`src/rtl/core/mfpd_fifo.sv`:
```
// Small register queue with push/full and pop/empty sides.
`default_nettype none

module mfpd_fifo #(
  parameter int WIDTH = 1,
  parameter int DEPTH = 2
) (
  input  logic             clk_i,
  input  logic             rst_ni,
  input  logic             push_i,
  input  logic [WIDTH-1:0] data_i,
  output logic             full_o,
  input  logic             pop_i,
  output logic [WIDTH-1:0] data_o,
  output logic             empty_o
);

  localparam int PtrW = (DEPTH > 1) ? $clog2(DEPTH) : 1;
  localparam int CntW = $clog2(DEPTH + 1);

  logic [WIDTH-1:0] mem_q [DEPTH];
  logic [PtrW-1:0]  wr_q, wr_d, rd_q, rd_d;
  logic [CntW-1:0]  cnt_q, cnt_d;
  logic             do_push, do_pop;

  assign full_o  = (cnt_q == CntW'(DEPTH));
  assign empty_o = (cnt_q == '0);
  assign do_push = push_i & ~full_o;
  assign do_pop  = pop_i & ~empty_o;
  assign data_o  = mem_q[rd_q];

  // Advance pointers and fill count
  always_comb begin
    wr_d  = wr_q;
    rd_d  = rd_q;
    cnt_d = cnt_q;
    if (do_push) begin
      wr_d = (wr_q == PtrW'(DEPTH - 1)) ? '0 : wr_q + PtrW'(1);
    end
    if (do_pop) begin
      rd_d = (rd_q == PtrW'(DEPTH - 1)) ? '0 : rd_q + PtrW'(1);
    end
    case ({do_push, do_pop})
      2'b10:   cnt_d = cnt_q + CntW'(1);
      2'b01:   cnt_d = cnt_q - CntW'(1);
      default: cnt_d = cnt_q;
    endcase
  end

  always_ff @(posedge clk_i or negedge rst_ni) begin
    if (!rst_ni) begin
      wr_q  <= '0;
      rd_q  <= '0;
      cnt_q <= '0;
    end else begin
      wr_q  <= wr_d;
      rd_q  <= rd_d;
      cnt_q <= cnt_d;
    end
  end

  // Store the pushed word
  always_ff @(posedge clk_i) begin
    if (do_push) begin
      mem_q[wr_q] <= data_i;
    end
  end

endmodule

`default_nettype wire

```
`config.mk`:
```
export PLATFORM = sky130hd
export DESIGN_NAME = mfpd_fifo
export DESIGN_NICKNAME = d
export VERILOG_FILES = /design/src/rtl/core/mfpd_fifo.sv
export SDC_FILE = /design/constraint.sdc
export NUM_CORES = 1
export LEC_CHECK = 0
export BUFFER_PORTS_ARGS = -buffer_cell sky130_fd_sc_hd__buf_2
export CORE_AREA = 5 5 42 44
export DETAILED_ROUTE_END_ITERATION = 8
export DIE_AREA = 0 0 47 49
export PLACE_DENSITY_LB_ADDON = 0.2
export SLEW_MARGIN = 40
export SYNTH_ARGS = -nofsm -noshare
export SYNTH_HDL_FRONTEND = slang
export SYNTH_SLANG_ARGS = --single-unit
export TNS_END_PERCENT = 20
```
`constraint.sdc`:
```
create_clock -name clk_i -period 1.3 [get_ports clk_i]
set_clock_uncertainty 0.15 [all_clocks]
set_input_delay 0.065 -clock clk_i [delete_from_list [all_inputs] [get_ports clk_i]]
set_output_delay 0.065 -clock clk_i [all_outputs]
set_load 0.01 [all_outputs]
```
==> out/summary.txt, run 1 <==
Status -> finished with violations
Failing checks -> negative setup slack
Max Cap Viol -> 0
DRT antenna net count -> 0
Synth Register Bits -> 6
Top delay family on crit path -> flip-flops
Syn. warnings -> 0
P_leak -> 0.227 nW
Congestion Overflow GR -> 0
Flop2flop setup slack -> -0.12 ns
IO Pins -> 8
Crit path max fanout -> 3
Synth unique cells -> 12
# Post-CTS Setup Buffers -> 0
DRT Wirelength -> 587 um
N_diodes -> 0
Post-Synthesis Cell Area -> 268 um2
R2R Path Start -> cnt_q[0]$_DFFE_PN0P_
WL/cell -> 10.5 um
Row cnt -> 14
Max IR drop VDD -> 0.00108 V
Slowest-stage cell, CP -> dfrtp_1
Number of synthesized flops with an enable pin -> 2
Worst Path Buf+Inv -> 0
Setup TNS -> -0.151 ns
Share of layout cells above drive strength 1 -> 60.0%
Post-layout nets -> 47
CP endpoint kind -> flip-flop
Worst skew pair latency -> 0.24 ns
Num Clock Sinks -> 6
Starting density of the core -> 19.1%
Vias -> 215
Setup crit start -> cnt_q[0]$_DFFE_PN0P_
Tcrit/Tclk final -> 109%
Pwr Density -> 2410 mW/mm2
Sequential element share of the synthesized area -> 59.8%
Core area -> 0.00140 mm2
CP Class -> reg -> reg
Top-count cell post-synth -> dfrtp_1
Main area contributors after synthesis -> dfrtp_1, edfxtp_1, xnor2_1
Reg2reg path depth -> 6
Crit start category -> flip-flop
Syn avg cell area -> 12.8 um2
Area added between synthesis and finish -> 80.4%
Maximum clock rate -> 706 MHz
Final setup margin -> -0.117 ns
Max-slew headroom -> 88.9%
Final setup vio count -> 3
Critical path arrival -> 1.39 ns
CTS clk-pin slew, worst paths -> 0.04 ns
Crit. path cell count -> 6
Commonest cells in the netlist -> dfrtp_1, nor2_1, xnor2_1
Die H -> 49 um
Unrepaired setup endpoints after global routing -> yes
Critical path required time -> 1.27 ns
Largest net degree at the start of global routing -> 5
Gr usage total -> 6.24%
Hold Crit Class -> in -> async
Worst Setup EP -> cnt_q[1]$_DFFE_PN0P_
Buffers on Ports -> 7
Max H-tree Level -> 1
Clock root cell -> clkbuf_4
Die width -> 47 um
Worst hold slack -> 0.00858 ns
Top cell type's share of synthesized area -> 37.4%
Num CTS Buffers -> 3
Hold Violations, Final -> 0
Ys flop type -> dfrtp_1
Slew @ Worst Pin -> 0.167 ns
TritonCTS clock tree -> done
Critical-path cell list -> nand2b_4 > nand2_4 > ha_4 > xnor2_1 > nor2_1 > xor2_1
Reg-to-reg endpoint -> cnt_q[1]$_DFFE_PN0P_
CP max stage delay -> 0.41 ns
DR pass1 iterations -> 2
Minimum clock period -> 1.42 ns
Initial DRC Count -> 2
CTS Buffer Depth -> 2
DR vias/cell -> 3.84
Area leader, netlist -> dfrtp_1
Number of remaining DRC errors -> 0
Routability Congestion -> 0.696
Async SR Flop Fraction -> 66.7%
Die area -> 0.00230 mm2
Initial antenna violation count -> 0
First-pass GRT wire length -> 972 um
Vias in the first global route -> 244
Slew Viols, Final -> 0
Syn_nets -> 27
Mapped Cells -> 21
==> metal layers <==
layer	global-route usage (%)	up-vias	share of wire, %
li1	-	106	-
met1	5.62	102	34
met2	10.2	5	57
met3	5.54	2	7.5
met4	1.38	0	0.68
met5	0	-	0
==> placed cells by master, fill, tap and decap left out, types with 2 or more instances in the layout <==
cell,n
buf_4,5
buf_2,6
edfxtp_1,2
xnor2_1,2
xor2_1,2
dfrtp_1,3
dlygate4sd3_1,3
nor2_4,2
clkbuf_4,3
==> sequential cells by signal, indices dropped and copies added, names as in the netlist <==
name   cells
rd_q       1
mem_q      2
cnt_q      2
wr_q       1
==> final cells by class <==
cell class	count	area (um2)
clock buffers	4	26.3
fillers	148	918
inverters	1	3.75
multi-input cells	14	163
flip-flops and latches	6	161
well taps	16	20.0
repair buffers	15	109
==> logic make-up after synthesis <==
logic type                 share of synthesized area (%)
xor gates and xnor gates                            16.4
adders and majority gates                           4.67
buffers and inverters                               1.40
DFF                                                 59.8
muxes                                               4.21
and+or+nand+nor                                     13.6
==> what timing repair did <==
item,in CTS,in global routing
setup endpoints to repair,5,6
pin swaps,1,1
hold buffers,3,0
gates resized for setup,5,2
endpoints found under the hold margin,6,0
==> metrics by stage <==
step	power, mW	instances	worst slack [ns]	utilization (%)	instance area (um2)
finish	1.16	56	-0.117	34.5	483
global route	1.24	56	-0.197	34.5	483
CTS	1.14	56	-0.130	33.6	470
detailed placement	0.873	49	-0.128	28.2	395
global placement	0.852	49	-0.0947	28.2	395
floorplan	0.672	21	-0.103	-	303
==> worst register-to-register path, stage by stage (launching register included) <==
cell	delay, ns
dfrtp_1	0.41
nand2b_4	0.17
nand2_4	0.06
ha_4	0.15
xnor2_1	0.13
nor2_1	0.07
xor2_1	0.15
==> worst min path at each step <==
stage                     startpoint              endpoint  slack [ns]  depth (start not counted)
after global placement        rst_ni      rd_q$_DFFE_PN0P_       -0.27                          1
after floorplan               rst_ni  cnt_q[0]$_DFFE_PN0P_       -0.38                          0
after detailed placement      rst_ni      rd_q$_DFFE_PN0P_       -0.27                          1
after CTS                     rst_ni  cnt_q[0]$_DFFE_PN0P_      0.0006                          2
final                         rst_ni  cnt_q[0]$_DFFE_PN0P_       0.009                          2
after global routing          rst_ni  cnt_q[0]$_DFFE_PN0P_       0.008                          2
==> report_power, final <==
| group | internal [mW] | switching [mW] |
|---|---|---|
| registers | 0.287 | 0.0937 |
| logic | 0.361 | 0.230 |
| clock network | 0.117 | 0.0750 |
Note: power is estimated with default switching activity, not from simulation.
==> run 2: changes to the inputs <==
- CTS_BUF_LIST: not set -> sky130_fd_sc_hd__clkbuf_16
- PLACE_DENSITY_LB_ADDON: 0.2 -> 0.08
==> out/summary.txt, run 2 (synthesis results as in run 1) <==
P_int -> 1.01 mW
Slowest-stage cell, CP -> dfrtp_1
CTS clk-pin slew, worst paths -> 0.03 ns
Gr usage total -> 6.37%
Final setup vio count -> 2
Number of remaining DRC errors -> 0
N_diodes -> 0
Hold Crit Class -> in -> async
# Post-CTS Setup Buffers -> 0
DRT Wirelength -> 590 um
Failing checks -> negative setup slack
CP max stage delay -> 0.40 ns
Share of layout cells above drive strength 1 -> 61.5%
Crit. path cell count -> 6
Unrepaired setup endpoints after global routing -> yes
Critical path arrival -> 1.38 ns
Setup TNS -> -0.0968 ns
IO Pins -> 8
R2R Path Start -> cnt_q[0]$_DFFE_PN0P_
Largest registers -> cnt_q (2), mem_q (2)
Crit start category -> flip-flop
CP Class -> reg -> reg
Num Clock Sinks -> 6
TritonCTS clock tree -> done
Routability Congestion -> 0.688
Max-slew headroom -> 89.2%
Final design utilization -> 36.8%
Reg2reg path depth -> 6
Area added between synthesis and finish -> 92.5%
Hold Violations, Final -> 0
Row cnt -> 14
Core area -> 0.00140 mm2
Vias in the first global route -> 216
Die area -> 0.00230 mm2
Top delay family on crit path -> flip-flops
DR pass1 iterations -> 1
CP endpoint kind -> flip-flop
Post-layout nets -> 46
Maximum clock rate -> 720 MHz
P_leak -> 0.243 nW
Area post-placement -> 395 um2
Placed cell count -> 49
Slew @ Worst Pin -> 0.162 ns
Slew Viols, Final -> 0
Max IR drop VDD -> 0.00101 V
WL/cell -> 10.7 um
Switching share of power -> 29.1%
First-pass GRT wire length -> 931 um
Worst skew pair latency -> 0.22 ns
Die width -> 47 um
Clock root cell -> clkbuf_16
Vias -> 204
Starting density of the core -> 19.1%
Worst hold slack -> 0.0303 ns
Max Cap Viol -> 0
Worst Setup EP -> cnt_q[1]$_DFFE_PN0P_
Buffers on Ports -> 7
Setup crit start -> cnt_q[0]$_DFFE_PN0P_
Num CTS Buffers -> 3
Reg-to-reg endpoint -> cnt_q[1]$_DFFE_PN0P_
Minimum clock period -> 1.39 ns
Status -> finished with violations
Flop2flop setup slack -> -0.09 ns
Final setup margin -> -0.0880 ns
Max H-tree Level -> 1
Critical-path cell list -> nand2b_4 > nand2_4 > ha_4 > xnor2_2 > nor2_1 > xor2_1
Congestion Overflow GR -> 0
Worst Path Buf+Inv -> 0
Crit path max fanout -> 3
Hpwl dp -> 467 um
Net Switching -> 0.415 mW
Final non-filler cell total -> 55
Post-layout instance area -> 515 um2
CTS Buffer Depth -> 2
Tcrit/Tclk final -> 107%
Clock group share of total power -> 35.1%
DR vias/cell -> 3.71
Commonest non-fill, non-tap cells in the layout -> buf_2, buf_4, clkbuf_16, dfrtp_1
Largest net degree at the start of global routing -> 5
Register share of total power -> 26.3%
DRT antenna net count -> 0
Logic gate share of total power -> 38.6%
Critical path required time -> 1.29 ns
Initial DRC Count -> 0
Commonest non-fill, non-tap cell in the layout -> buf_2
Die H -> 49 um
Initial antenna violation count -> 0
Pwr Density -> 2770 mW/mm2
[run 2: cell types whose count changed in the layout (fill, tap and decap cells not counted)]
cell           before  now
clkbuf_1            1    0
mux2_2              0    1
dlygate4sd3_1       3    2
clkbuf_4            3    0
inv_1               1    2
buf_6               1    0
buf_2               6    7
clkbuf_16           0    3
mux2_4              1    0
[run 2: worst min path at each step]
stage,from,endpoint,depth (start not counted)
5_1_grt,rst_ni,rd_q$_DFFE_PN0P_,2
3_3_place_gp,rst_ni,rd_q$_DFFE_PN0P_,1
3_5_place_dp,rst_ni,rd_q$_DFFE_PN0P_,1
2_1_floorplan,rst_ni,cnt_q[0]$_DFFE_PN0P_,0
6_report,rst_ni,rd_q$_DFFE_PN0P_,2
4_1_cts,rst_ni,rd_q$_DFFE_PN0P_,2
[run 2: power groups by stage]
| stage | clock network (mW) | logic (mW) | registers, mW |
|---|---|---|---|
| final | 0.501 | 0.552 | 0.376 |
| after global routing | 0.530 | 0.608 | 0.384 |
| after CTS | 0.513 | 0.527 | 0.371 |
| after detailed placement | 0 | 0.501 | 0.365 |
| after global placement | 0 | 0.494 | 0.363 |
| after floorplan | 0 | 0.308 | 0.364 |
[run 2: cell type report]
type | count | area [um2]
Clock inverter | 1 | 3.75
Sequential cell | 6 | 161
Tap cell | 16 | 20.0
Inverter | 1 | 3.75
Multi-Input combinational cell | 14 | 159
Clock buffer | 3 | 75.1
Fill cell | 140 | 886
Timing Repair Buffer | 14 | 92.6
[run 2: layer usage]
| metal | share of wire, % | routed length, um | GRT usage [%] | up-vias |
|---|---|---|---|---|
| li1 | - | - | - | 104 |
| met1 | 39 | 231 | 6.25 | 94 |
| met2 | 52 | 308 | 8.60 | 6 |
| met3 | 8.6 | 51 | 5.54 | 0 |
| met4 | 0 | 0 | 4.15 | 0 |
| met5 | 0 | 0 | 0 | - |
[run 2: metrics by stage]
stage               setup WS, ns  power [mW]
floorplan                 -0.103       0.672
global placement          -0.106       0.856
detailed placement        -0.113       0.866
CTS                      -0.0885        1.41
global route              -0.174        1.52
finish                   -0.0880        1.43
[run 2: worst register-to-register path: cells and delay by family (launching register included)]
family	cells	cell delay, ns
xor gates and xnor gates	2	0.27
adders and majority gates	1	0.15
DFF	1	0.40
and+or+nand+nor	3	0.34
[run 2: repair_timing]
item	4_1_cts	5_1_grt
endpoints found under the hold margin	6	0
gates cloned	0	0
resized for setup	3	2
hold buffers	2	0
pin swaps	1	0
setup endpoints to repair	5	4
==> run 3: changes to the inputs <==
- CTS_BUF_LIST: sky130_fd_sc_hd__clkbuf_16 -> sky130_fd_sc_hd__clkbuf_8
==> out/summary.txt, run 3 (synthesis results as in run 1) <==
Area added between synthesis and finish -> 84.6%
Max IR drop VDD -> 0.00118 V
P_int -> 0.844 mW
Die area -> 0.00230 mm2
DR pass1 iterations -> 2
Vias -> 207
Initial antenna violation count -> 0
Routability Congestion -> 0.688
DR vias/cell -> 3.70
Starting density of the core -> 19.1%
Hold Crit Class -> in -> async
Slew Viols, Final -> 0
Register share of total power -> 30.4%
P_leak -> 0.231 nW
Largest net degree at the start of global routing -> 5
WL/cell -> 10.5 um
Final setup margin -> -0.122 ns
Max-slew headroom -> 88.4%
Congestion Overflow GR -> 0
Row cnt -> 14
Max H-tree Level -> 1
DRT antenna net count -> 0
N_diodes -> 0
Vias in the first global route -> 209
Commonest non-fill, non-tap cell in the layout -> buf_2
CP Class -> reg -> out
Logic gate share of total power -> 46.7%
Critical path required time -> 1.09 ns
Failing checks -> negative setup slack
Maximum clock rate -> 703 MHz
Post-layout instance area -> 494 um2
Final setup vio count -> 3
Tcrit/Tclk final -> 109%
Commonest non-fill, non-tap cells in the layout -> buf_2, buf_4, clkbuf_8, dfrtp_1
Die width -> 47 um
Hold Violations, Final -> 0
First-pass GRT wire length -> 890 um
Post-layout nets -> 47
Worst skew pair latency -> 0.22 ns
CTS clk-pin slew, worst paths -> 0.04 ns
DP Worst Slack -> -0.113 ns
IO Pins -> 8
Setup crit start -> cnt_q[0]$_DFFE_PN0P_
Minimum clock period -> 1.42 ns
Unrepaired setup endpoints after global routing -> yes
Share of layout cells above drive strength 1 -> 65.0%
Largest registers -> cnt_q (2), mem_q (2)
CTS Buffer Depth -> 2
Hpwl dp -> 467 um
TritonCTS clock tree -> done
Number of remaining DRC errors -> 0
Switching share of power -> 32.0%
Area post-placement -> 395 um2
Pwr Density -> 2510 mW/mm2
Buffers on Ports -> 7
Num Clock Sinks -> 6
Max Cap Viol -> 0
Slew @ Worst Pin -> 0.174 ns
Die H -> 49 um
DRT Wirelength -> 589 um
Crit start category -> flip-flop
Clock root cell -> clkbuf_8
Num CTS Buffers -> 3
Initial DRC Count -> 2
Crit path max fanout -> 3
CP endpoint kind -> primary output
Critical path arrival -> 1.21 ns
R2R Path Start -> cnt_q[0]$_DFFE_PN0P_
Gr usage total -> 5.94%
Clock group share of total power -> 22.9%
Status -> finished with violations
Core area -> 0.00140 mm2
Net Switching -> 0.398 mW
[run 3: cell types whose count changed in the layout (fill, tap and decap cells not counted)]
cell	previous run	this run
and3_1	1	0
and3_4	0	1
clkbuf_8	0	3
buf_4	5	6
clkbuf_16	3	0
[run 3: final cells by class]
cell class	count	area (um2)
clock inverters	1	3.75
inverters	1	3.75
repair buffers	15	100
multi-input cells	14	164
clock buffers	3	41.3
well taps	16	20.0
fillers	142	907
flip-flops and latches	6	161
[run 3: final timing paths]
kind,cells after the start,endpoint,slack (ns)
min in group clk_i,2,mem_q[1]$_DFFE_PP_,0.10
worst min register to register,1,rd_q$_DFFE_PN0P_,0.32
max in group asynchronous,2,cnt_q[1]$_DFFE_PN0P_,0.82
worst max register to register,6,cnt_q[1]$_DFFE_PN0P_,-0.10
worst min-delay path,2,rd_q$_DFFE_PN0P_,0.04
worst max-delay path,5,full_o,-0.12
[run 3: metrics by stage]
step	hold WS (ns)	utilization, %	power [mW]	setup TNS, ns	instances
2_1_floorplan	-0.381	-	0.672	-0.103	21
3_3_place_gp	-0.267	28.2	0.856	-0.114	49
3_5_place_dp	-0.267	28.2	0.866	-0.128	49
4_1_cts	0.0443	33.5	1.19	-0.105	55
5_1_grt	0.0551	35.3	1.34	-0.448	56
6_report	0.0367	35.3	1.24	-0.308	56
[run 3: critical path, stage by stage, from the launching register on]
cell      delay, ns
dfrtp_1        0.41
nand2b_4       0.17
buf_4          0.13
buf_4          0.12
inv_1          0.04
buf_2          0.11
[run 3: what timing repair did]
| item | CTS | global route |
|---|---|---|
| hold endpoints to repair | 6 | 0 |
| buffers inserted | 0 | 1 |
| gates resized for setup | 3 | 3 |
| pin swaps | 1 | 4 |
| endpoints found under the setup margin | 4 | 4 |
| hold buffers | 2 | 0 |
[run 3: power by group through the flow]
stage	combinational [mW]	sequential, mW	clock [mW]
after global routing	0.641	0.387	0.309
after CTS	0.523	0.372	0.297
after global placement	0.494	0.363	0
after detailed placement	0.501	0.365	0
final	0.579	0.378	0.285
after floorplan	0.308	0.364	0
[run 3: routing by layer]
| layer | vias up | GRT usage (%) | wire length (um) |
|---|---|---|---|
| met1 | 96 | 6.24 | 225 |
| li1 | 105 | - | - |
| met5 | - | 0 | 0 |
| met2 | 6 | 8.60 | 310 |
| met3 | 0 | 5.54 | 53 |
| met4 | 0 | 1.38 | 0 |
