<file path="config.mk">
export PLATFORM = sky130hd
export DESIGN_NAME = mfpd_front
export DESIGN_NICKNAME = d
export VERILOG_FILES = /design/src/rtl/core/mfpd_pkg.sv /design/src/rtl/core/mfpd_fifo.sv /design/src/rtl/core/mfpd_front.sv
export SDC_FILE = /design/constraint.sdc
export NUM_CORES = 1
export LEC_CHECK = 0
export BUFFER_PORTS_ARGS = -buffer_cell sky130_fd_sc_hd__buf_2
export CORE_UTILIZATION = 51
export DETAILED_ROUTE_END_ITERATION = 8
export PLACE_DENSITY = 0.82
export RECOVER_POWER = 25
export SYNTH_ARGS = -nofsm -noshare
export SYNTH_HDL_FRONTEND = slang
export SYNTH_SLANG_ARGS = --single-unit
</file>
<file path="constraint.sdc">
create_clock -name clk_i -period 3.4 [get_ports clk_i]
set_input_delay 0.85 -clock clk_i [delete_from_list [all_inputs] [get_ports clk_i]]
set_output_delay 0.85 -clock clk_i [all_outputs]
set_load 0.02 [all_outputs]
</file>
<file path="src/rtl/core/mfpd_pkg.sv">
// Shared constants, codes and types of the matched-filter preamble detector.
`default_nettype none

package mfpd_pkg;

  // Parameter defaults
  localparam int MaxTapsDef    = 256;
  localparam int SampleBitsDef = 16;
  localparam int MaxRecordDef  = 65536;

  // Fixed field widths
  localparam int TapIdxW  = 8;
  localparam int TapW     = 16;
  localparam int CorrW    = 40;
  localparam int PosW     = 16;
  localparam int RefLenW  = 9;
  localparam int ThrW     = 16;
  localparam int NoiseW   = 48;
  localparam int CfgIdxW  = 2;
  localparam int CfgDataW = 48;

  // Result word layout: {kind, correlation, position, detected, last}
  localparam int ResW = 1 + CorrW + PosW + 1 + 1;

  // Queue depths
  localparam int CmdDepth = 2;
  localparam int ResDepth = 2;

  localparam logic [PosW-1:0] PosMax = '1;

  // Register reset values
  localparam logic [RefLenW-1:0] RefLenRst = 9'd64;
  localparam logic [ThrW-1:0]    ThrRst    = 16'd256;
  localparam logic [NoiseW-1:0]  NoiseRst  = 48'd1;

  // Configuration register indexes
  typedef enum logic [CfgIdxW-1:0] {
    REG_REF_LEN   = 2'd0,
    REG_THRESHOLD = 2'd1,
    REG_NOISE     = 2'd2
  } reg_idx_e;

  // Item and result kind codes
  localparam logic KindLoad   = 1'b0;
  localparam logic KindSample = 1'b1;
  localparam logic ResCorr    = 1'b0;
  localparam logic ResVerdict = 1'b1;

  // Request to the verdict unit
  typedef struct packed {
    logic                    start;
    logic signed [CorrW-1:0] value;
    logic [ThrW-1:0]         thr;
    logic [NoiseW-1:0]       noise;
  } vreq_t;

  // Answer of the verdict unit
  typedef struct packed {
    logic done;
    logic det;
  } vres_t;

endpackage

`default_nettype wire

</file>
<file path="src/rtl/core/mfpd_fifo.sv">
// Small register queue with push/full and pop/empty sides.
`default_nettype none

module mfpd_fifo #(
  parameter int WIDTH = 1,
  parameter int DEPTH = 2
) (
  input  logic             clk_i,
  input  logic             rst_ni,
  input  logic             push_i,
  input  logic [WIDTH-1:0] data_i,
  output logic             full_o,
  input  logic             pop_i,
  output logic [WIDTH-1:0] data_o,
  output logic             empty_o
);

  localparam int PtrW = (DEPTH > 1) ? $clog2(DEPTH) : 1;
  localparam int CntW = $clog2(DEPTH + 1);

  logic [WIDTH-1:0] mem_q [DEPTH];
  logic [PtrW-1:0]  wr_q, wr_d, rd_q, rd_d;
  logic [CntW-1:0]  cnt_q, cnt_d;
  logic             do_push, do_pop;

  assign full_o  = (cnt_q == CntW'(DEPTH));
  assign empty_o = (cnt_q == '0);
  assign do_push = push_i & ~full_o;
  assign do_pop  = pop_i & ~empty_o;
  assign data_o  = mem_q[rd_q];

  // Advance pointers and fill count
  always_comb begin
    wr_d  = wr_q;
    rd_d  = rd_q;
    cnt_d = cnt_q;
    if (do_push) begin
      wr_d = (wr_q == PtrW'(DEPTH - 1)) ? '0 : wr_q + PtrW'(1);
    end
    if (do_pop) begin
      rd_d = (rd_q == PtrW'(DEPTH - 1)) ? '0 : rd_q + PtrW'(1);
    end
    case ({do_push, do_pop})
      2'b10:   cnt_d = cnt_q + CntW'(1);
      2'b01:   cnt_d = cnt_q - CntW'(1);
      default: cnt_d = cnt_q;
    endcase
  end

  always_ff @(posedge clk_i or negedge rst_ni) begin
    if (!rst_ni) begin
      wr_q  <= '0;
      rd_q  <= '0;
      cnt_q <= '0;
    end else begin
      wr_q  <= wr_d;
      rd_q  <= rd_d;
      cnt_q <= cnt_d;
    end
  end

  // Store the pushed word
  always_ff @(posedge clk_i) begin
    if (do_push) begin
      mem_q[wr_q] <= data_i;
    end
  end

endmodule

`default_nettype wire

</file>
<file path="src/rtl/core/mfpd_front.sv">
// Front end: accepts items, drops out-of-range tap loads, queues commands.
`default_nettype none

module mfpd_front
  import mfpd_pkg::*;
#(
  parameter int MAX_TAPS    = MaxTapsDef,
  parameter int SAMPLE_BITS = SampleBitsDef
) (
  input  logic                                      clk_i,
  input  logic                                      rst_ni,
  input  logic                                      push,
  output logic                                      full,
  input  logic                                      kind_i,
  input  logic [TapIdxW-1:0]                        tap_index_i,
  input  logic signed [TapW-1:0]                    tap_value_i,
  input  logic signed [SAMPLE_BITS-1:0]             sample_i,
  input  logic                                      end_of_record_i,
  output logic                                      cmd_valid_o,
  output logic [2+TapIdxW+TapW+SAMPLE_BITS-1:0]     cmd_o,
  input  logic                                      cmd_pop_i
);

  localparam int CmdW = 2 + TapIdxW + TapW + SAMPLE_BITS;

  logic            keep;
  logic            q_push;
  logic            q_empty;
  logic [CmdW-1:0] cmd_in;

  // Classify: samples always pass, loads only inside the tap store
  assign keep   = (kind_i == KindSample) || (int'(tap_index_i) < MAX_TAPS);
  assign q_push = push & ~full & keep;
  assign cmd_in = {kind_i, end_of_record_i, tap_index_i, tap_value_i, sample_i};

  mfpd_fifo #(
    .WIDTH(CmdW),
    .DEPTH(CmdDepth)
  ) u_cmd_q (
    .clk_i  (clk_i),
    .rst_ni (rst_ni),
    .push_i (q_push),
    .data_i (cmd_in),
    .full_o (full),
    .pop_i  (cmd_pop_i),
    .data_o (cmd_o),
    .empty_o(q_empty)
  );

  assign cmd_valid_o = ~q_empty;

endmodule

`default_nettype wire

</file>
==> summary by stage, run 1 <==
Clocking
The number of clock buffers added by TritonCTS is 9. The sink count of the clock tree is 88. Clock-pin slew was measured on the worst setup and hold paths at 0.08 ns. The post-cts repair resize count is 0. The number of H-tree levels is 3. The buffers inserted during post-CTS setup optimization is 0. The tree is rooted in a clkbuf_8. At the later pin of the worst-skew pair, clock insertion delay measures 0.33 ns. The number of buffers on the longest clock path is 2.

The number of hold buffers added after CTS was 0. The CTS tree is yes.

Logic synthesis
For this run, the register share of the synthesized area comes to 80.7%. The fraction of synthesis flops using an asynchronous set or reset pin is 4.55%. Summed over its instances, the top area cell type makes up 77.6% of the synthesized netlist area.

After technology mapping, the gate count stands at 149. The most frequent cell after synthesis is edfxtp_1. The cell taking the most area after synthesis is edfxtp_1. The number of warnings printed during yosys synthesis is 0. The number of enable-type register cells in the synthesized netlist is 84.

For this run, the leading register cell type out of synthesis is edfxtp_1. The synthesis-stage register bit count is 88. Ranked by instance count, the synthesized netlist is headed by edfxtp_1 (84), mux2_2 (40), buf_6 (5).

The mapped netlist covers 3250 µm². In this run the mean area of a mapped cell was 21.8 µm². The number of different library cells used by synthesis comes to 15. Ranked by total cell area, the synthesized netlist is headed by edfxtp_1 (78%), mux2_2 (14%), dfrtp_1 (3.1%), buf_6 (1.7%), xnor2_1 (0.81%). The number of nets in the synthesized netlist is 196.

GRT
For met3 alone, demand over resource in global routing was 5.11%. The first global-routing pass estimated 7.38 mm of wire. For this run, global-route usage on met2 was measured as 24.9%. The met1 usage is 19.4%. The pin count of the biggest net entering global routing is 44. The total global-route track usage is 15.6%. Summed over all layers, the global routing overflow is 0. The number of antenna violations at the first check in global routing is 0.

The busiest layer in global routing is met2. The number of global-route vias before repair was 1,618.

STA
Setup slack on the critical path of the routed design comes to 0.601 ns. In the final timing run, aggregate negative setup slack is 0 ns. The maximum operating frequency is 357 MHz. Of the available clock period, the critical path in the final layout requires 82.3%. Across the routed clock network, the largest skew measured is 0.00711 ns. The final count of hold timing violations is 0.

At the pin with the least slew margin, the transition time is 0.968 ns. The clock period could shrink to 2.80 ns. Setup repair after global routing left no endpoint under its margin. Measured against its own limit, the worst slew margin works out to 35.5%. Setup violations remaining at the end of the flow were counted as 0. The total count of max-transition violations in the final report is 0.

Layout
The total inserted antenna cells is 0. The fraction of layout instances using a drive strength above 1 is 54.6%. The net count reported at finish is 293.

The filler cells instantiated in the layout total 454. Relative to the synthesized area, the layout overhead comes to 21.2%.

Critical path
The number of buffers and inverters on the critical path is 1. The critical path required time is 2.55 ns. The highest-delay cell along the critical path is dfrtp_2. The endpoint arrival time on the critical path is 1.95 ns. The critical path startpoint category is a flip-flop. Traced cell by cell, the critical path runs through mux2_2 > buf_2. Across all register-to-register paths, the minimum setup slack is 1.59 ns. The delay contributed by the slowest stage of the critical path is 1.01 ns.

The worst setup path is of the reg2out kind. The kind of cell adding the most delay to the critical path is flip-flops. The top fanout value on the critical path is 43.

The endpoint kind of the worst setup timing path is a primary output.

Placement
The count of buffers inserted at the top-level ports is 89. The worst setup slack before clock tree synthesis is 0.930 ns. Once detailed placement completed, the half-perimeter wirelength came to 3.27 mm. The global placement routability congestion is 0.616.

Die
The die covers 6700 µm². In this run the standard cell core region covers 6030 µm². The width of the chip is 81.8 µm.

The initial core utilization is 53.9%. 90 I/O pins were placed. The overall die height is 81.8 µm.

The initialized floorplan defines 28 standard-cell rows.

Hold path
In this run the worst hold path is classified as in2async.

Detailed routing
The remaining antenna violation count is 0. The total routed wirelength is 5.01 mm. The DRC violation count after routing is 0.

The ratio of routed vias to standard cells is 4.99. The number of violations reported at the end of detailed-routing iteration 0 is 68. The first detailed-routing pass ran for 4 iterations. The routed layout has 1,628 vias. The wire length per cell after detailed routing is 15.4 µm.

Power
The worst voltage drop across the vdd grid is 0.469 mV. The power density relative to cell area is 867 nW/µm². In this run the static leakage power is 0.00147 µW.

Flow run
The number of maximum-capacitance violations is 0.

Run status
The flow ran to the end, and the final reports show no timing, DRC or antenna violations.
==> layout by cell type, fill, tap and decap left out <==
cell type,netlist,layout
buf_2,0,78
ha_1,1,1
and3_2,0,1
buf_4,0,1
nor2_4,0,1
xor2_1,2,2
xnor2_1,3,3
dfrtp_2,0,1
mux2_2,40,40
inv_1,1,1
dfrtp_1,4,3
nand2b_1,1,1
edfxtp_1,84,84
nor2_1,2,1
clkinvlp_4,0,1
buf_12,0,1
mux2_1,2,2
clkbuf_1,0,14
clkinv_2,0,2
nand2_1,1,1
bufinv_16,0,1
clkbuf_8,0,9
or2_1,1,1
and2_4,1,1
==> cell type report <==
| cell class | instances | area [µm²] | share of cell area [%] |
|---|---|---|---|
| Timing Repair Buffer | 91 | 459 | 11.7 |
| Sequential cell | 88 | 2620 | 66.6 |
| Inverter | 1 | 3.75 | 0.0953 |
| Clock buffer | 12 | 135 | 3.43 |
| Multi-Input combinational cell | 55 | 577 | 14.6 |
| Tap cell | 75 | 93.8 | 2.38 |
| Clock inverter | 4 | 47.5 | 1.21 |
==> flip-flops by register name, summed over array words and instances (netlist names) <==
name / flops
u_cmd_q.wr_q: 1
u_cmd_q.rd_q: 1
u_cmd_q.cnt_q: 2
u_cmd_q.mem_q: 84
==> worst reg2reg max path, delay by kind of cell (launching register included) <==
kind	cells	cell delay [ns]
buffers and inverters	1	0.40
flip-flops	1	0.42
AND/OR/NAND/NOR	2	0.67
==> cells by family after synthesis <==
logic type	Yosys count	synth area share, %
DFF	88	80.7
xor gates and xnor gates	5	1.35
buffers and inverters	6	1.85
adders and majority gates	1	0.385
muxes	42	14.5
and+or+nand+nor	7	1.19
==> through the flow <==
step                std cells  instance area [µm²]  total power [µW]  util [%]  hold WS (ns)
global route              326                 3940              3580      65.4         0.332
detailed placement        310                 3770              2790      62.6         0.486
CTS                       326                 3950              3460      65.6         0.288
finish                    326                 3940              3420      65.4         0.327
global placement          310                 3770              2770      62.6         0.473
floorplan                 149                 3250              2470         -         0.456
==> worst paths after layout <==
path	from	end	cells past startpoint
setup / recovery	u_cmd_q.rd_q$_DFFE_PN0P_	cmd_o[19]	2
hold / removal	rst_ni	u_cmd_q.cnt_q[1]$_DFFE_PN0P_	1
setup reg to reg	u_cmd_q.cnt_q[0]$_DFFE_PN0P_	u_cmd_q.mem_q[1][7]$_DFFE_PP_	3
hold reg to reg	u_cmd_q.cnt_q[1]$_DFFE_PN0P_	u_cmd_q.cnt_q[1]$_DFFE_PN0P_	1
max in group asynchronous	rst_ni	u_cmd_q.rd_q$_DFFE_PN0P_	1
min in group clk_i	u_cmd_q.cnt_q[1]$_DFFE_PN0P_	u_cmd_q.cnt_q[1]$_DFFE_PN0P_	1
==> where the power goes <==
part	switching [µW]	internal (µW)	total [µW]
clock	331	338	670
combinational	626	478	1100
sequential	161	1480	1640
==> routing by layer <==
layer	up-vias	part of all wire (%)
met5	-	0
met4	0	0.92
met3	5	9.0
met2	74	46
met1	781	44
li1	768	-
Power figures use the tool's default switching activity.
==> run 2, diff against run 1 <==
Settings changed: ABC_AREA set to 1, CORE_UTILIZATION 51 to 48, PLACE_DENSITY 0.82 to 0.8.
Clock period 3.4 ns to 2.45 ns, I/O delays scaled along.
==> run 2 against run 1 <==
Net effect: hold slack worse by 0.24 ns; first-iteration DRC count up 25%; via count up 27%; synthesized cell count up 68%; sequential power up 37%; non-clock buffer count up 3; clock skew up 0.00059 ns; cell count up 38%; sequential share of layout area down 7.5 points; clock-buffer cell count down 2; die area up 23%; core utilization down 5.4 points; largest power group is now combinational logic.
==> summary by stage, run 2 <==
Run status
The flow ran to the end, and the final reports show no timing, DRC or antenna violations.

GRT
The met2 demand-to-capacity share in global routing is 25.9%. The pin count of the biggest net entering global routing is 44. The number of global-route vias before repair is 2,060.

The global routing stage identified its most utilized layer as met2. The wire length of the first global-routing pass is 9.25 mm. For met3 alone, demand over resource in global routing was 4.38%. For this run, global-route usage on met1 was measured as 16.0%. The final global-route overflow total is 0.

The number of antenna violations at the first check in global routing is 0. Across every metal layer, demand over resource in global routing totals 14.9%.

Logic synthesis
The number of different library cells used by synthesis comes to 19. By instance count, the leading cell after synthesis is edfxtp_1. The number of enable-type register cells in the synthesized netlist is 84. The number of nets in the synthesized netlist is 298. For this run, asynchronously set or reset flops after synthesis account for 4.55%. The number of warnings printed during yosys synthesis is 0.

The post-synthesis cell area is 3780 µm². The most frequently used flop master after synthesis is edfxtp_1. Sequential cells were found to cover 69.4% of the synthesized design area. In this run, synthesis produced a sequential element count of 88. Of all cell types, the one taking the most synthesized area is edfxtp_1. The number of instances in the synthesized netlist is 251. Each instance of the synthesized netlist takes up on average 15.0 µm². Counting instances in the post-synthesis netlist gives the leading cell types as edfxtp_1 (84), nand2_1 (54), nand2_2 (42).

Sorting the synthesized cells by area gives the leading types as edfxtp_1 (67%), nand2_4 (12%), nand2_2 (7.0%), nand2_1 (5.4%), dfrtp_1 (2.7%). In this run the biggest area consumer among cell types represents 66.8% of the synthesized area.

Critical path
The startpoint identified for the worst register-to-register timing path is u_cmd_q.cnt_q[1]$_DFFE_PN0P_. The critical path startpoint category is a flip-flop. STA puts the critical path data arrival time at 1.52 ns. The critical path in this run is classified as reg2out. The endpoint kind of the worst setup timing path is a primary output. The critical path startpoint is u_cmd_q.rd_q$_DFFE_PN0P_. Along the worst path, the maximum fanout reaches 43. At the worst endpoint, the required time is 1.84 ns.

STA
Between clock sinks in the finished design, the worst skew comes to 0.00770 ns. Dividing the final minimum period by the clock period gives 87.1%. For this run, the top clock speed supported by timing is 469 MHz. The transition time at the pin with the least slew margin is 0.455 ns. The total count of max-transition violations in the final report is 0. Setup total negative slack on the finished layout was measured at 0 ns. The final count of hold timing violations is 0. The worst path setup slack after routing is 0.317 ns. The final period demand of the worst path is 2.13 ns. In this run the tightest slew margin relative to its limit is 69.6%. Setup repair after global routing left no endpoint under its margin. The setup-violating endpoint count in the final report is 0.

Clocking
The number of buffers created by CTS is 9. The master cell of the clock root buffer is clkbuf_8. The longest clock path from root to sink contains 2 buffers.

Clock-pin slew was measured on the worst setup and hold paths at 0.08 ns. At the later pin of the worst-skew pair, clock insertion delay measures 0.34 ns. The CTS tree is yes. CTS saw 88 sinks. The hold buffer count at cts is 0. The number of setup buffers added after CTS is 0. The number of H-tree levels is 3. The post-cts repair resize count is 0.

Power
For this design the ratio of total power to cell area is 1220 nW/µm². The worst voltage drop across the vdd grid is 0.754 mV. The design draws 5410 µW. The leakage power of the design is 0.00191 µW.

Detailed routing
Wires add up to 5.81 mm. The iteration count of the initial detailed-routing pass is 4. The ratio of routed vias to standard cells is 4.59. Detailed routing inserted a total of 2,068 vias. In this run, the number of DRC markers left after iteration 0 of detailed routing was 85.

The detail route stage leaves a number of antenna-violating nets equal to 0. Dividing the detail-routed wire length by the instance count gives 12.9 µm. In the routed design, unresolved DRC markers number 0.

Placement
The half-perimeter wire length after detailed placement is 3.93 mm. The worst setup slack before clock tree synthesis is 0.663 ns. The global placement routability congestion is 0.724. Input and output buffers added on the ports amount to 89.

Flow run
The number of maximum-capacitance violations is 0.

Die
Row generation in the floorplan step produced 31 rows. The full die area is 8230 µm². The number of I/O pins is 90.

The overall die height is 90.7 µm. The core region is 7410 µm². The floorplan step set the die width to 90.7 µm.

Once the floorplan was initialized, standard cells occupied 51.0% of the core.

Layout
After the last flow step, the layout net total stands at 394. The register with the most flip-flops in the layout has 84 of them. The total area of multi-input combinational cells is 990 µm². In the final layout, flip-flops and latches occupy 2620 µm². In the layout the commonest cells are edfxtp_1 (84), buf_2 (79), nand2_1 (54). Counting flops per register, the top entry is u_cmd_q.mem_q. The largest registers in the layout are u_cmd_q.mem_q (84), u_cmd_q.cnt_q (2). The library cell used most frequently in the layout, excluding fill and tap cells, is edfxtp_1.

The repair_antennas step left the layout with diodes totalling 0. The area growth from synthesis to layout is 17.6%. In the final layout, the share of cells above drive strength 1 is 54.0%.

The filler cells instantiated in the layout total 586.

Hold path
In this run the worst hold path is classified as in2async.
[run 2: final cells by class]
cell class              count  share of cell area [%]
multi-input cells         145                    22.3
well taps                  99                    2.79
clock inverters             6                    1.04
inverters                   9                    1.04
repair buffers             94                    10.9
flip-flops and latches     88                    59.1
clock buffers              10                    2.87
[run 2: cell families after synthesis]
logic type / count (synthesis) / share of synthesized area, %
AOI/OAI and AO/OA: 1 / 0.232
xor gates and xnor gates: 1 / 0.232
adders and majority gates: 1 / 0.331
buffers and inverters: 18 / 4.54
DFF: 88 / 69.5
and+or+nand+nor: 142 / 25.2
[run 2: power breakdown]
group          leakage (µW)  total (µW)  internal, µW  switching (µW)
Combinational      0.000999        2310           734            1580
Sequential         0.000828        2240          2060             178
Clock             0.0000824         864           372             492
[run 2: metal layers]
layer  vias to the layer above  part of all wire [%]
li1                       1028                     -
met1                       959                    39
met2                        67                    52
met3                        14                   6.6
met4                         0                   2.5
met5                         -                     0
[run 2: final timing paths]
check | slack (ns) | cells past startpoint | endpoint
worst max-delay path | 0.32 | 4 | cmd_o[20]
worst min-delay path | 0.08 | 1 | u_cmd_q.wr_q$_DFFE_PN0P_
worst max register to register | 0.81 | 6 | u_cmd_q.mem_q[0][20]$_DFFE_PP_
worst min register to register | 0.49 | 2 | u_cmd_q.cnt_q[1]$_DFFE_PN0P_
max in group asynchronous | 2.16 | 1 | u_cmd_q.rd_q$_DFFE_PN0P_
min in group clk_i | 0.45 | 1 | u_cmd_q.mem_q[0][35]$_DFFE_PP_
[run 2: metrics by stage]
stage,area [µm²],hold slack (ns),instances,utilization (%)
after floorplan,3780,0.317,251,-
after global placement,4280,0.424,435,57.8
after detailed placement,4280,0.426,435,57.8
after CTS,4450,0.0400,451,60.1
after global routing,4440,0.0890,451,59.9
final,4440,0.0823,451,59.9
[run 2: worst max-delay path, stage by stage, from the launching register on]
cell and delay, ns:
dfrtp_2 0.48, inv_12 0.35, nand2_1 0.10, nand2_1 0.08, buf_2 0.16
